[src/rtl/rpv_pkg.sv]
// Shared types and constants for the running population variance block.
package rpv_pkg;

    localparam int ACC_W   = 128;
    localparam int DIV_W   = 33;
    localparam int PROD_W  = 64;
    localparam int COUNT_W = 17;
    localparam int SUM_W   = 48;

    typedef enum logic [2:0] {
        S_IDLE,
        S_SQ_MUL,
        S_SQ_ADD,
        S_FIN_START,
        S_FIN_MUL,
        S_FIN_ADD,
        S_DIV,
        S_OUT
    } t_state;

    // Partial products of the final pass, in the order they are taken.
    typedef enum logic [2:0] {
        STEP_NS0,
        STEP_NS1,
        STEP_NS2,
        STEP_SQ00,
        STEP_SQ01,
        STEP_SQ10,
        STEP_SQ11,
        STEP_NN
    } t_step;

    typedef struct packed {
        logic busy;
        logic done;
    } t_div_stat;

endpackage

[src/rtl/rpv_div.sv]
// Restoring divider, one quotient bit per cycle, 128-bit dividend by 33-bit divisor.
module rpv_div
    import rpv_pkg::*;
(
    input  logic               i_clk,
    input  logic               i_rst_n,
    input  logic               i_start,
    input  logic [ACC_W-1:0]   i_dividend,
    input  logic [DIV_W-1:0]   i_divisor,
    output logic [ACC_W-1:0]   o_quotient,
    output t_div_stat          o_stat
);

    localparam int CNT_W = $clog2(ACC_W);

    logic [ACC_W-1:0] r_num;
    logic [DIV_W-1:0] r_rem;
    logic [DIV_W-1:0] r_div;
    logic [CNT_W-1:0] r_cnt;
    logic             r_busy;
    logic             r_done;

    logic [DIV_W:0]   rem_sh;
    logic [DIV_W+1:0] diff;
    logic             take;

    assign rem_sh = {r_rem, r_num[ACC_W-1]};
    assign diff   = {1'b0, rem_sh} - {2'b00, r_div};
    assign take   = ~diff[DIV_W+1];

    always_ff @(posedge i_clk) begin
        if (!i_rst_n) begin
            r_busy <= 1'b0;
            r_done <= 1'b0;
            r_cnt  <= '0;
        end else begin
            r_done <= 1'b0;
            if (i_start) begin
                r_busy <= 1'b1;
                r_cnt  <= '0;
            end else if (r_busy) begin
                r_cnt <= r_cnt + 1'b1;
                if (r_cnt == CNT_W'(ACC_W - 1)) begin
                    r_busy <= 1'b0;
                    r_done <= 1'b1;
                end
            end
        end
    end

    // The dividend shifts out at the top while quotient bits shift in at the bottom.
    always_ff @(posedge i_clk) begin
        if (i_start) begin
            r_num <= i_dividend;
            r_rem <= '0;
            r_div <= i_divisor;
        end else if (r_busy) begin
            r_num <= {r_num[ACC_W-2:0], take};
            r_rem <= take ? diff[DIV_W-1:0] : rem_sh[DIV_W-1:0];
        end
    end

    assign o_quotient  = r_num;
    assign o_stat.busy = r_busy;
    assign o_stat.done = r_done;

endmodule

[src/rtl/running_population_variance.sv]
// Top level: population variance of a stream of samples, one result per set.
//
// Samples arrive on the input channel (i_valid / o_ready) with i_last on the
// final sample of a set. Each accepted sample transfer is followed by a
// multiply state and an add state, in which one shared 32x32 multiplier
// squares it and one 128-bit adder folds it into the sum of squares; no new
// sample is taken until both are done. After the last sample the same
// multiplier and adder build n*S2 - S1^2 and n^2 step by step, and a
// bit-serial divider then divides the first by the second. With fewer than
// two samples these steps are skipped and the result has zero variance.
// The result (o_valid / i_ready) sits in an output register; once it is
// loaded the accumulators clear and the next set is taken while the result
// still waits. If the receiver stalls, the next set's result waits inside the
// block and no further sample is taken until the output register frees.
// Samples past MAX_SAMPLES are dropped and flagged in o_overflow.
// Reset (synchronous, active low) clears the accumulators and the output valid flag.
module running_population_variance
    import rpv_pkg::*;
#(
    parameter int MAX_SAMPLES = 65536,
    parameter int FRAC_BITS   = 16,
    parameter int SAMPLE_BITS = 32
) (
    input  logic        i_clk,
    input  logic        i_rst_n,
    input  logic        i_valid,
    output logic        o_ready,
    input  logic [31:0] i_sample,
    input  logic        i_last,
    output logic        o_valid,
    input  logic        i_ready,
    output logic [62:0] o_variance_whole,
    output logic [15:0] o_variance_frac,
    output logic [16:0] o_sample_count,
    output logic        o_overflow
);

    localparam logic [31:0] SAMPLE_MASK = 32'((33'd1 << SAMPLE_BITS) - 33'd1);
    localparam logic [15:0] FRAC_MASK   = 16'((17'd1 << FRAC_BITS) - 17'd1);

    t_state r_state, n_state;
    t_step  r_step;

    logic [31:0]        r_x;
    logic               r_last;
    logic               r_taken;
    logic [COUNT_W-1:0] r_count;
    logic [SUM_W-1:0]   r_sum;
    logic [ACC_W-1:0]   r_ssq;
    logic [ACC_W-1:0]   r_acc;
    logic               r_drop;
    logic [PROD_W-1:0]  r_prod;
    logic               r_small;
    logic               r_ovalid;

    logic               in_xfer;
    logic               out_free;
    logic               room;
    logic [31:0]        x_in;
    logic [31:0]        mul_a, mul_b;
    logic [1:0]         shift_sel;
    logic               do_sub;
    logic [ACC_W-1:0]   addend;
    logic [ACC_W-1:0]   add_base;
    logic [ACC_W-1:0]   add_res;
    logic               div_start;
    logic [ACC_W-1:0]   quotient;
    logic [ACC_W-1:0]   q_shr;
    t_div_stat          div_stat;

    assign in_xfer  = i_valid && o_ready;
    assign out_free = !r_ovalid || i_ready;
    assign room     = r_count < COUNT_W'(MAX_SAMPLES);
    assign x_in     = i_sample & SAMPLE_MASK;

    // Next state.
    always_comb begin
        n_state = r_state;
        case (r_state)
            S_IDLE: begin
                if (in_xfer) begin
                    if (room) begin
                        n_state = S_SQ_MUL;
                    end else if (i_last) begin
                        n_state = S_FIN_START;
                    end
                end
            end
            S_SQ_MUL: n_state = S_SQ_ADD;
            S_SQ_ADD: n_state = r_last ? S_FIN_START : S_IDLE;
            S_FIN_START: n_state = (r_count < COUNT_W'(2)) ? S_OUT : S_FIN_MUL;
            S_FIN_MUL: n_state = S_FIN_ADD;
            S_FIN_ADD: n_state = (r_step == STEP_NN) ? S_DIV : S_FIN_MUL;
            S_DIV: begin
                if (div_stat.done) begin
                    n_state = S_OUT;
                end
            end
            S_OUT: begin
                if (out_free) begin
                    n_state = S_IDLE;
                end
            end
            default: n_state = S_IDLE;
        endcase
    end

    // Operand selection for the shared multiplier and adder.
    always_comb begin
        mul_a     = r_x;
        mul_b     = r_x;
        shift_sel = 2'd0;
        do_sub    = 1'b0;
        if (r_state == S_FIN_MUL || r_state == S_FIN_ADD) begin
            case (r_step)
                STEP_NS0: begin
                    mul_a = 32'(r_count);
                    mul_b = r_ssq[31:0];
                end
                STEP_NS1: begin
                    mul_a     = 32'(r_count);
                    mul_b     = r_ssq[63:32];
                    shift_sel = 2'd1;
                end
                STEP_NS2: begin
                    mul_a     = 32'(r_count);
                    mul_b     = r_ssq[95:64];
                    shift_sel = 2'd2;
                end
                STEP_SQ00: begin
                    mul_a  = r_sum[31:0];
                    mul_b  = r_sum[31:0];
                    do_sub = 1'b1;
                end
                STEP_SQ01: begin
                    mul_a     = r_sum[31:0];
                    mul_b     = 32'(r_sum[47:32]);
                    shift_sel = 2'd1;
                    do_sub    = 1'b1;
                end
                STEP_SQ10: begin
                    mul_a     = 32'(r_sum[47:32]);
                    mul_b     = r_sum[31:0];
                    shift_sel = 2'd1;
                    do_sub    = 1'b1;
                end
                STEP_SQ11: begin
                    mul_a     = 32'(r_sum[47:32]);
                    mul_b     = 32'(r_sum[47:32]);
                    shift_sel = 2'd2;
                    do_sub    = 1'b1;
                end
                STEP_NN: begin
                    mul_a = 32'(r_count);
                    mul_b = 32'(r_count);
                end
                default: begin
                    mul_a = r_x;
                    mul_b = r_x;
                end
            endcase
        end
    end

    assign addend    = ACC_W'(r_prod) << (7'(shift_sel) << 5);
    assign add_base  = (r_state == S_SQ_ADD) ? r_ssq : r_acc;
    assign add_res   = do_sub ? (add_base - addend) : (add_base + addend);
    assign div_start = (r_state == S_FIN_ADD) && (r_step == STEP_NN) && !div_stat.busy;

    rpv_div u_div (
        .i_clk      (i_clk),
        .i_rst_n    (i_rst_n),
        .i_start    (div_start),
        .i_dividend (r_acc << FRAC_BITS),
        .i_divisor  (r_prod[DIV_W-1:0]),
        .o_quotient (quotient),
        .o_stat     (div_stat)
    );

    assign q_shr = quotient >> FRAC_BITS;

    always_ff @(posedge i_clk) begin
        if (!i_rst_n) begin
            r_state  <= S_IDLE;
            r_count  <= '0;
            r_sum    <= '0;
            r_ssq    <= '0;
            r_drop   <= 1'b0;
            r_ovalid <= 1'b0;
            r_step   <= STEP_NS0;
        end else begin
            r_state <= n_state;
            // A new result may load in the same cycle the previous one transfers.
            if (r_state == S_OUT && out_free) begin
                r_ovalid <= 1'b1;
            end else if (o_valid && i_ready) begin
                r_ovalid <= 1'b0;
            end
            case (r_state)
                S_IDLE: begin
                    if (in_xfer) begin
                        if (room) begin
                            r_count <= r_count + 1'b1;
                            r_sum   <= r_sum + SUM_W'(x_in);
                        end else begin
                            r_drop <= 1'b1;
                        end
                    end
                end
                S_SQ_ADD: r_ssq <= add_res;
                S_FIN_START: r_step <= STEP_NS0;
                S_FIN_ADD: begin
                    if (r_step != STEP_NN) begin
                        r_step <= t_step'(r_step + 3'd1);
                    end
                end
                S_OUT: begin
                    if (out_free) begin
                        r_count  <= '0;
                        r_sum    <= '0;
                        r_ssq    <= '0;
                        r_drop   <= 1'b0;
                    end
                end
                default: begin
                end
            endcase
        end
    end

    // Datapath registers without reset.
    always_ff @(posedge i_clk) begin
        if (in_xfer) begin
            r_x     <= x_in;
            r_last  <= i_last;
            r_taken <= room;
        end
        r_prod <= mul_a * mul_b;
        if (r_state == S_FIN_START) begin
            r_acc   <= '0;
            r_small <= r_count < COUNT_W'(2);
        end else if (r_state == S_FIN_ADD && r_step != STEP_NN) begin
            r_acc <= add_res;
        end
        if (r_state == S_OUT && out_free) begin
            o_sample_count <= r_count;
            o_overflow     <= r_drop || !r_taken;
            if (r_small) begin
                o_variance_whole <= '0;
                o_variance_frac  <= '0;
            end else begin
                o_variance_whole <= q_shr[62:0];
                o_variance_frac  <= (quotient[15:0] & FRAC_MASK) << (16 - FRAC_BITS);
            end
        end
    end

    assign o_ready = (r_state == S_IDLE);
    assign o_valid = r_ovalid;

endmodule

[config.mk]
export PLATFORM = sky130hd
export DESIGN_NAME = running_population_variance
export DESIGN_NICKNAME = d
export VERILOG_FILES = /design/src/rtl/rpv_pkg.sv /design/src/rtl/rpv_div.sv /design/src/rtl/running_population_variance.sv
export SDC_FILE = /design/constraint.sdc
export NUM_CORES = 2
export LEC_CHECK = 0
export ABC_AREA = 1
export BUFFER_PORTS_ARGS = -buffer_cell sky130_fd_sc_hd__buf_4
export CORE_UTILIZATION = 65
export CTS_CLUSTER_DIAMETER = 80
export CTS_CLUSTER_SIZE = 24
export DETAILED_ROUTE_END_ITERATION = 16
export GPL_TIMING_DRIVEN = 1
export HOLD_SLACK_MARGIN = 0.15
export PLACE_DENSITY = 0.81
export RECOVER_POWER = 25
export SYNTH_ARGS = -nofsm -noshare
export SYNTH_HDL_FRONTEND = slang
export SYNTH_SLANG_ARGS = --single-unit
export TNS_END_PERCENT = 100
[constraint.sdc]
create_clock -name i_clk -period 22.9 [get_ports i_clk]
set_clock_uncertainty 0.2 [all_clocks]
set_input_delay 6.87 -clock i_clk [delete_from_list [all_inputs] [get_ports i_clk]]
set_output_delay 6.87 -clock i_clk [all_outputs]
set_load 0.01 [all_outputs]
After elaboration in Yosys (flattened, before gate mapping)
Cells that the tools add are included.
- register bits: 728
- input port bits: 37
- output and inout port bits: 99
- logic and storage cells: 139
- add/sub/neg operators: 7
- multipliers: 1
- $lt $le $gt $ge: 2
- equal/unequal tests: 23
- shifts and indexed selects: 1
- mux-type cells: 44
- bitwise operators: 3
- reduce and logical (&&, ||, !) cells: 34
- operator list (cell ; number):
    128-bit two-way mux ; 5
    128-bit one-hot mux with 2 select lines ; 1
    32-bit one-hot mux with 6 select lines ; 1
    48-bit two-way mux ; 3
    128-bit adder ; 1
    64-bit by 7-bit << shifter with 128-bit output ; 1
    128-bit subtractor ; 1
    32-bit one-hot mux with 3 select lines ; 1
    48-bit one-hot mux with 2 select lines ; 1
    32-bit by 32-bit multiplier with 64-bit output ; 1
    32-bit two-way mux ; 2
    17-bit two-way mux ; 3
    48-bit by 32-bit adder with 48-bit output ; 1
    34-bit by 33-bit subtractor with 35-bit output ; 1
    17-bit one-hot mux with 2 select lines ; 1
    33-bit two-way mux ; 1
    3-bit equality test, second input constant ; 8
    3-bit one-hot mux with 8 select lines ; 1
    3-bit two-way mux ; 6
    17-bit by 1-bit adder with 17-bit output, second input constant ; 1
    17-bit less-than comparator, second input constant ; 1
    17-bit by 2-bit less-than comparator with 1-bit output, second input constant ; 1
    3-bit by 2-bit equality test with 1-bit output, second input constant ; 4
    4-bit AND reduction ; 3
    23 further kinds ; 65

Depth between registers and ports, before layout
- depth in word-level cells: 8
- mapped depth: 47
- mapped depth without buffers: 44

Modules after synthesis
A second synthesis with hierarchy kept.
- cell total of the unflattened synthesis: 11079
- area, all modules: 80322.0 sq um
- by module, submodules not included (module ; times used ; cells each ; area each (sq um) ; seq. area each (sq um)):
    running_population_variance ; 1 ; 9648 ; 69156.3 ; 11190.7
    rpv_div ; 1 ; 1431 ; 11165.7 ; 5675.4

Worst setup path after synthesis
OpenSTA, ideal clock, no wires.
- kind: input-to-reg
- start point: input i_ready
- end point: register r_count[13]
- library setup time: 0.128 ns
- arrival time: 12.600 ns
- required time: 22.572 ns
- path slack: 9.972 ns
- stages: 12
- path buffers: 0
- path through: nor2_1 -> nor2_1 -> inv_1 -> nand2_2 -> nand2_1 -> nor2_1 -> nand2_1 -> nor3_1 -> nand3_1 -> nor3_1 -> xor2_1 -> nor2_1
- cells in the longest elaborated chain, start to end: 3
- RTL lines (item ; line ; source):
    from (decl) ; running_population_variance.sv:31 ; input logic i_ready,
    1-bit logical OR ; running_population_variance.sv:72 ; assign out_free = !r_ovalid || i_ready;
    2-bit != test (no source line) ; - ;
    4-bit AND reduction (no source line) ; - ;
    to (signal assigned) ; running_population_variance.sv:203 ; r_count <= r_count + 1'b1;
    to (decl) ; running_population_variance.sv:47 ; logic [COUNT_W-1:0] r_count;
Every way passes these cells.
A chain may end at the register's enable or synchronous reset.

Worst setup path in the final report
- start point: register r_step[0]
- end point: register r_prod[56]
- cells in the longest elaborated chain, start to end: 5
- elaborated cells between the ends (all ways): 18
- classes of those cells: mul: 1; eq/ne: 7; mux: 4; reduce/logical: 6
- RTL lines (item ; line ; source):
    from (decl) ; running_population_variance.sv:42 ; t_step r_step;
    from (signal assigned) ; running_population_variance.sv:214 ; r_step <= t_step'(r_step + 3'd1);
    3-bit equality test, or another cell as far along ; running_population_variance.sv:115 ; case (r_step)
    4-bit OR reduction (no source line) or 2-bit OR reduction (tied branches) ; - ;
    32-bit one-hot mux with 3 select lines or 32-bit one-hot mux with 6 select lines (tied branches) ; running_population_variance.sv:115 ;
    32-bit two-way mux ; running_population_variance.sv:114 ; if (r_state == S_FIN_MUL || r_state == S_FIN_ADD) begin
    32-bit by 32-bit multiplier with 64-bit output (*) ; running_population_variance.sv:238 ; r_prod <= mul_a * mul_b;
    to (signal assigned) ; running_population_variance.sv:238 ;
    to (decl) ; running_population_variance.sv:52 ; logic [PROD_W-1:0] r_prod;
Mark *: on every way between the ends. The rest lies on a longest branch, timed or not.

==> results by group <==
Outcome
  • Run status: complete, but fails checks
  • Failing checks: capacitance limit, slew limit

Yosys
  • Async S/R FF share, synth: 0%
  • Synth Register Bits: 696
  • Top FF cell, synth: dfxtp_1
  • Leading area contributor after synthesis: fa_1
  • Top post-synthesis cells by area: fa_1 23%, dfxtp_1 11%, edfxtp_1 11%
  • Yosys warnings: 0
  • Post-Synthesis Cells: 10.7k
  • Post-Syn Area: 78,700 um2
  • Syn avg cell area: 7.38 um2
  • Number of flops mapped to enable cells by yosys: 277
  • Sequential-to-total area share from yosys stat: 21.2%
  • Cell variety after synth: 65
  • Synth top area share: 22.9%
  • Synth Net Count: 12.1k

Finish
  • Area growth, synth to finish: 4.96%
  • Layout cells sized above 1: 4.50%
  • Final nets: 12.0k
  • Fillers: 10.0k

Timing
  • Final Setup Violations: 0
  • Setup TNS: 0 ns
  • Final worst setup slack: 10.74 ns
  • Slew @ Worst Pin: 3.75 ns
  • Minimum clock period: 12.16 ns
  • RSZ-0062 raised after global routing: false
  • Final hold slack: 0.272 ns
  • Rel. slew slack: -152%
  • Max frequency: 82.3 MHz
  • Crit share post-route: 53.1%
  • Final Hold Viols: 0
  • Pins Over Slew Limit: 280

Worst setup path
  • Reg2reg end: r_prod[56]
  • Critical Path Start Type: register
  • R2R Path Start: r_step[0]
  • Slowest stage delay, CP: 0.78 ns
  • CP Capture Type: register
  • CP most frequent cell: fa_1
  • Crit path DAT: 12.50 ns
  • WS Path Type: reg -> reg
  • Internal reg-to-reg setup slack: 10.74 ns
  • Crit-path max FO: 35
  • Critical path's slowest cell: clkinv_1
  • Worst EP required: 23.24 ns
  • R2R depth: 39

Clock tree
  • Htree depth: 2
  • Worst-path clk slew: 0.09 ns
  • CTS Buffer Depth: 3
  • Clk sinks: 696
  • CTS tree: done
  • Post-CTS Hold Buffers: 0
  • Later-pin clock latency in the skew report: 0.71 ns
  • Post-CTS setup buffers: 0
  • CTS Buf Count: 45
  • Clock root buffer: clkbuf_16
  • CTS-repair resized insts: 0

Global route
  • GRT Total Usage: 54.1%
  • Global-route wire length before repair: 484,000 um
  • Antenna violations before repair: 17
  • Vias in the first global route: 77.0k
  • Pin count of the biggest net entering global routing: 128
  • Global route overflow: 0

Flow run
  • Max-cap violations: 5

Routing
  • Aggregate routed wire length: 335,000 um
  • Vias per cell: 6.43
  • First-pass detailed-route iteration total: 12
  • Number of DRC markers in iteration 0: 12.2k
  • Drc violations: 0
  • Vias: 78.7k
  • Wire per inst: 27.4 um
  • Remaining antenna violation count: 0

Placement
  • Placement Setup Slack: 11.24 ns
  • Number of port buffers: 135
  • HPWL Detailed: 267,000 um
  • GP Congestion: 1.17

Worst hold path
  • HP Class: reg -> reg
  • Hold Crit Depth: 2
  • Hold Crit Start: r_ssq[82]
  • Hold Crit Endpoint: r_ssq[82]

Die
  • Core area: 120,000 um2
  • DIE HEIGHT: 350 um
  • Initial core utilization: 65.6%
  • Die ar.: 123,000 um2
  • Die W: 350 um
  • Io pins: 136
  • Row cnt: 127
==> synthesized netlist by cell type, drive strengths merged, types with 99 or more instances <==
library cell	count
o22ai	99
nor3	102
inv	2036
edfxtp	277
nand2	2070
buf	108
nand3	423
a21oi	640
ha	447
nand4	133
clkbuf	284
dfxtp	419
o21ai	597
nor2	1449
fa	899
xor2	163
==> placed cells by master, fill, tap and decap left out, drive strengths merged, types with 14 or more instances in the layout <==
master,count
ha,447
a21oi,640
o211ai,36
o221ai,23
nor2,1449
xnor2,88
nor3,102
nor4,34
clkinv,23
a31oi,85
nand4,133
nand2,2070
nand3,423
o22ai,99
buf,240
inv,2051
a21o,37
o21ai,597
o21a,39
a21boi,14
dfxtp,419
fa,899
diode,14
clkbuf,63
edfxtp,277
or2,43
o2111ai,14
xor2,163
o21bai,22
==> flip-flops by register name (all words and copies together), names as in the netlist <==
signal and flops:
r_count 17, r_ssq 112, o_valid 1, u_div.o_quotient 128, u_div.r_busy 1, u_div.r_rem 33, u_div.r_done 1, u_div.r_div 33
r_drop 1, r_last 1, o_sample_count 17, r_small 1, r_sum 48, u_div.r_cnt 7, r_state 3, r_taken 1
r_acc 112, r_step 3, r_prod 64, o_overflow 1, o_variance_whole 63, o_variance_frac 16, r_x 32
==> critical path, delay by kind of cell (launching register included) <==
kind	cells	cell delay [ns]
XOR/XNOR	1	0.14
buffers and inverters	13	3.51
AND/OR/NAND/NOR	10	2.07
adder cells (fa/ha/maj)	10	4.79
AO/OA/AOI/OAI	5	0.85
flip-flops	1	0.43
==> worst max path at each step <==
| stage | from | to | slack (ns) | cells past startpoint |
|---|---|---|---|---|
| detailed placement | r_step[0] | r_prod[59] | 11.24 | 39 |
| finish | r_step[0] | r_prod[56] | 10.74 | 39 |
| CTS | r_step[0] | r_prod[56] | 11.22 | 39 |
| global route | r_step[0] | r_prod[60] | 10.43 | 39 |
| floorplan | i_ready | r_count[13] | 9.97 | 12 |
| global placement | r_step[0] | r_prod[34] | 11.12 | 35 |
==> area by class of cell <==
class,count,area (um2),share of cell area [%]
Multi-Input combinational cell,7532,52700,63.8
Sequential cell,696,16700,20.2
Timing Repair Buffer,244,1820,2.20
Inverter,2053,7720,9.34
Tap cell,1612,2020,2.44
Clock inverter,24,378,0.457
Antenna cell,14,35.0,0.0424
Clock buffer,59,1210,1.46
==> per-stage QoR <==
stage          cell area [um2]  util [%]  cells
2_1_floorplan            78700         -  10700
3_3_place_gp             81000      67.5  12100
3_5_place_dp             81000      67.6  12100
4_1_cts                  82600      68.9  12200
5_1_grt                  82600      68.9  12200
6_report                 82600      68.9  12200
==> metal layers <==
layer	track usage, %	up-vias	wire length (um)
met5	2.98	-	664
met1	62.3	36700	110000
met3	22.0	2103	50700
met2	76.1	6529	133000
li1	-	33300	-
met4	50.7	24	40000
==> logic make-up (layout without fill, tap and decap cells) <==
| logic type | count (synthesis) | after routing | synth area share (%) |
|---|---|---|---|
| flops | 696 | 696 | 21.2 |
| simple gates | 4279 | 4279 | 22.3 |
| mux | 1 | 1 | 0.0127 |
| fa+ha+maj | 1346 | 1346 | 30.0 |
| other cells | 0 | 14 | 0 |
| xor+xnor | 251 | 251 | 2.79 |
| compound gates | 1655 | 1655 | 11.8 |
| buf+inv | 2445 | 2380 | 11.9 |
Power is not shown: default switching activity piles up to over one toggle a cycle in this logic, so the estimate is an artifact.
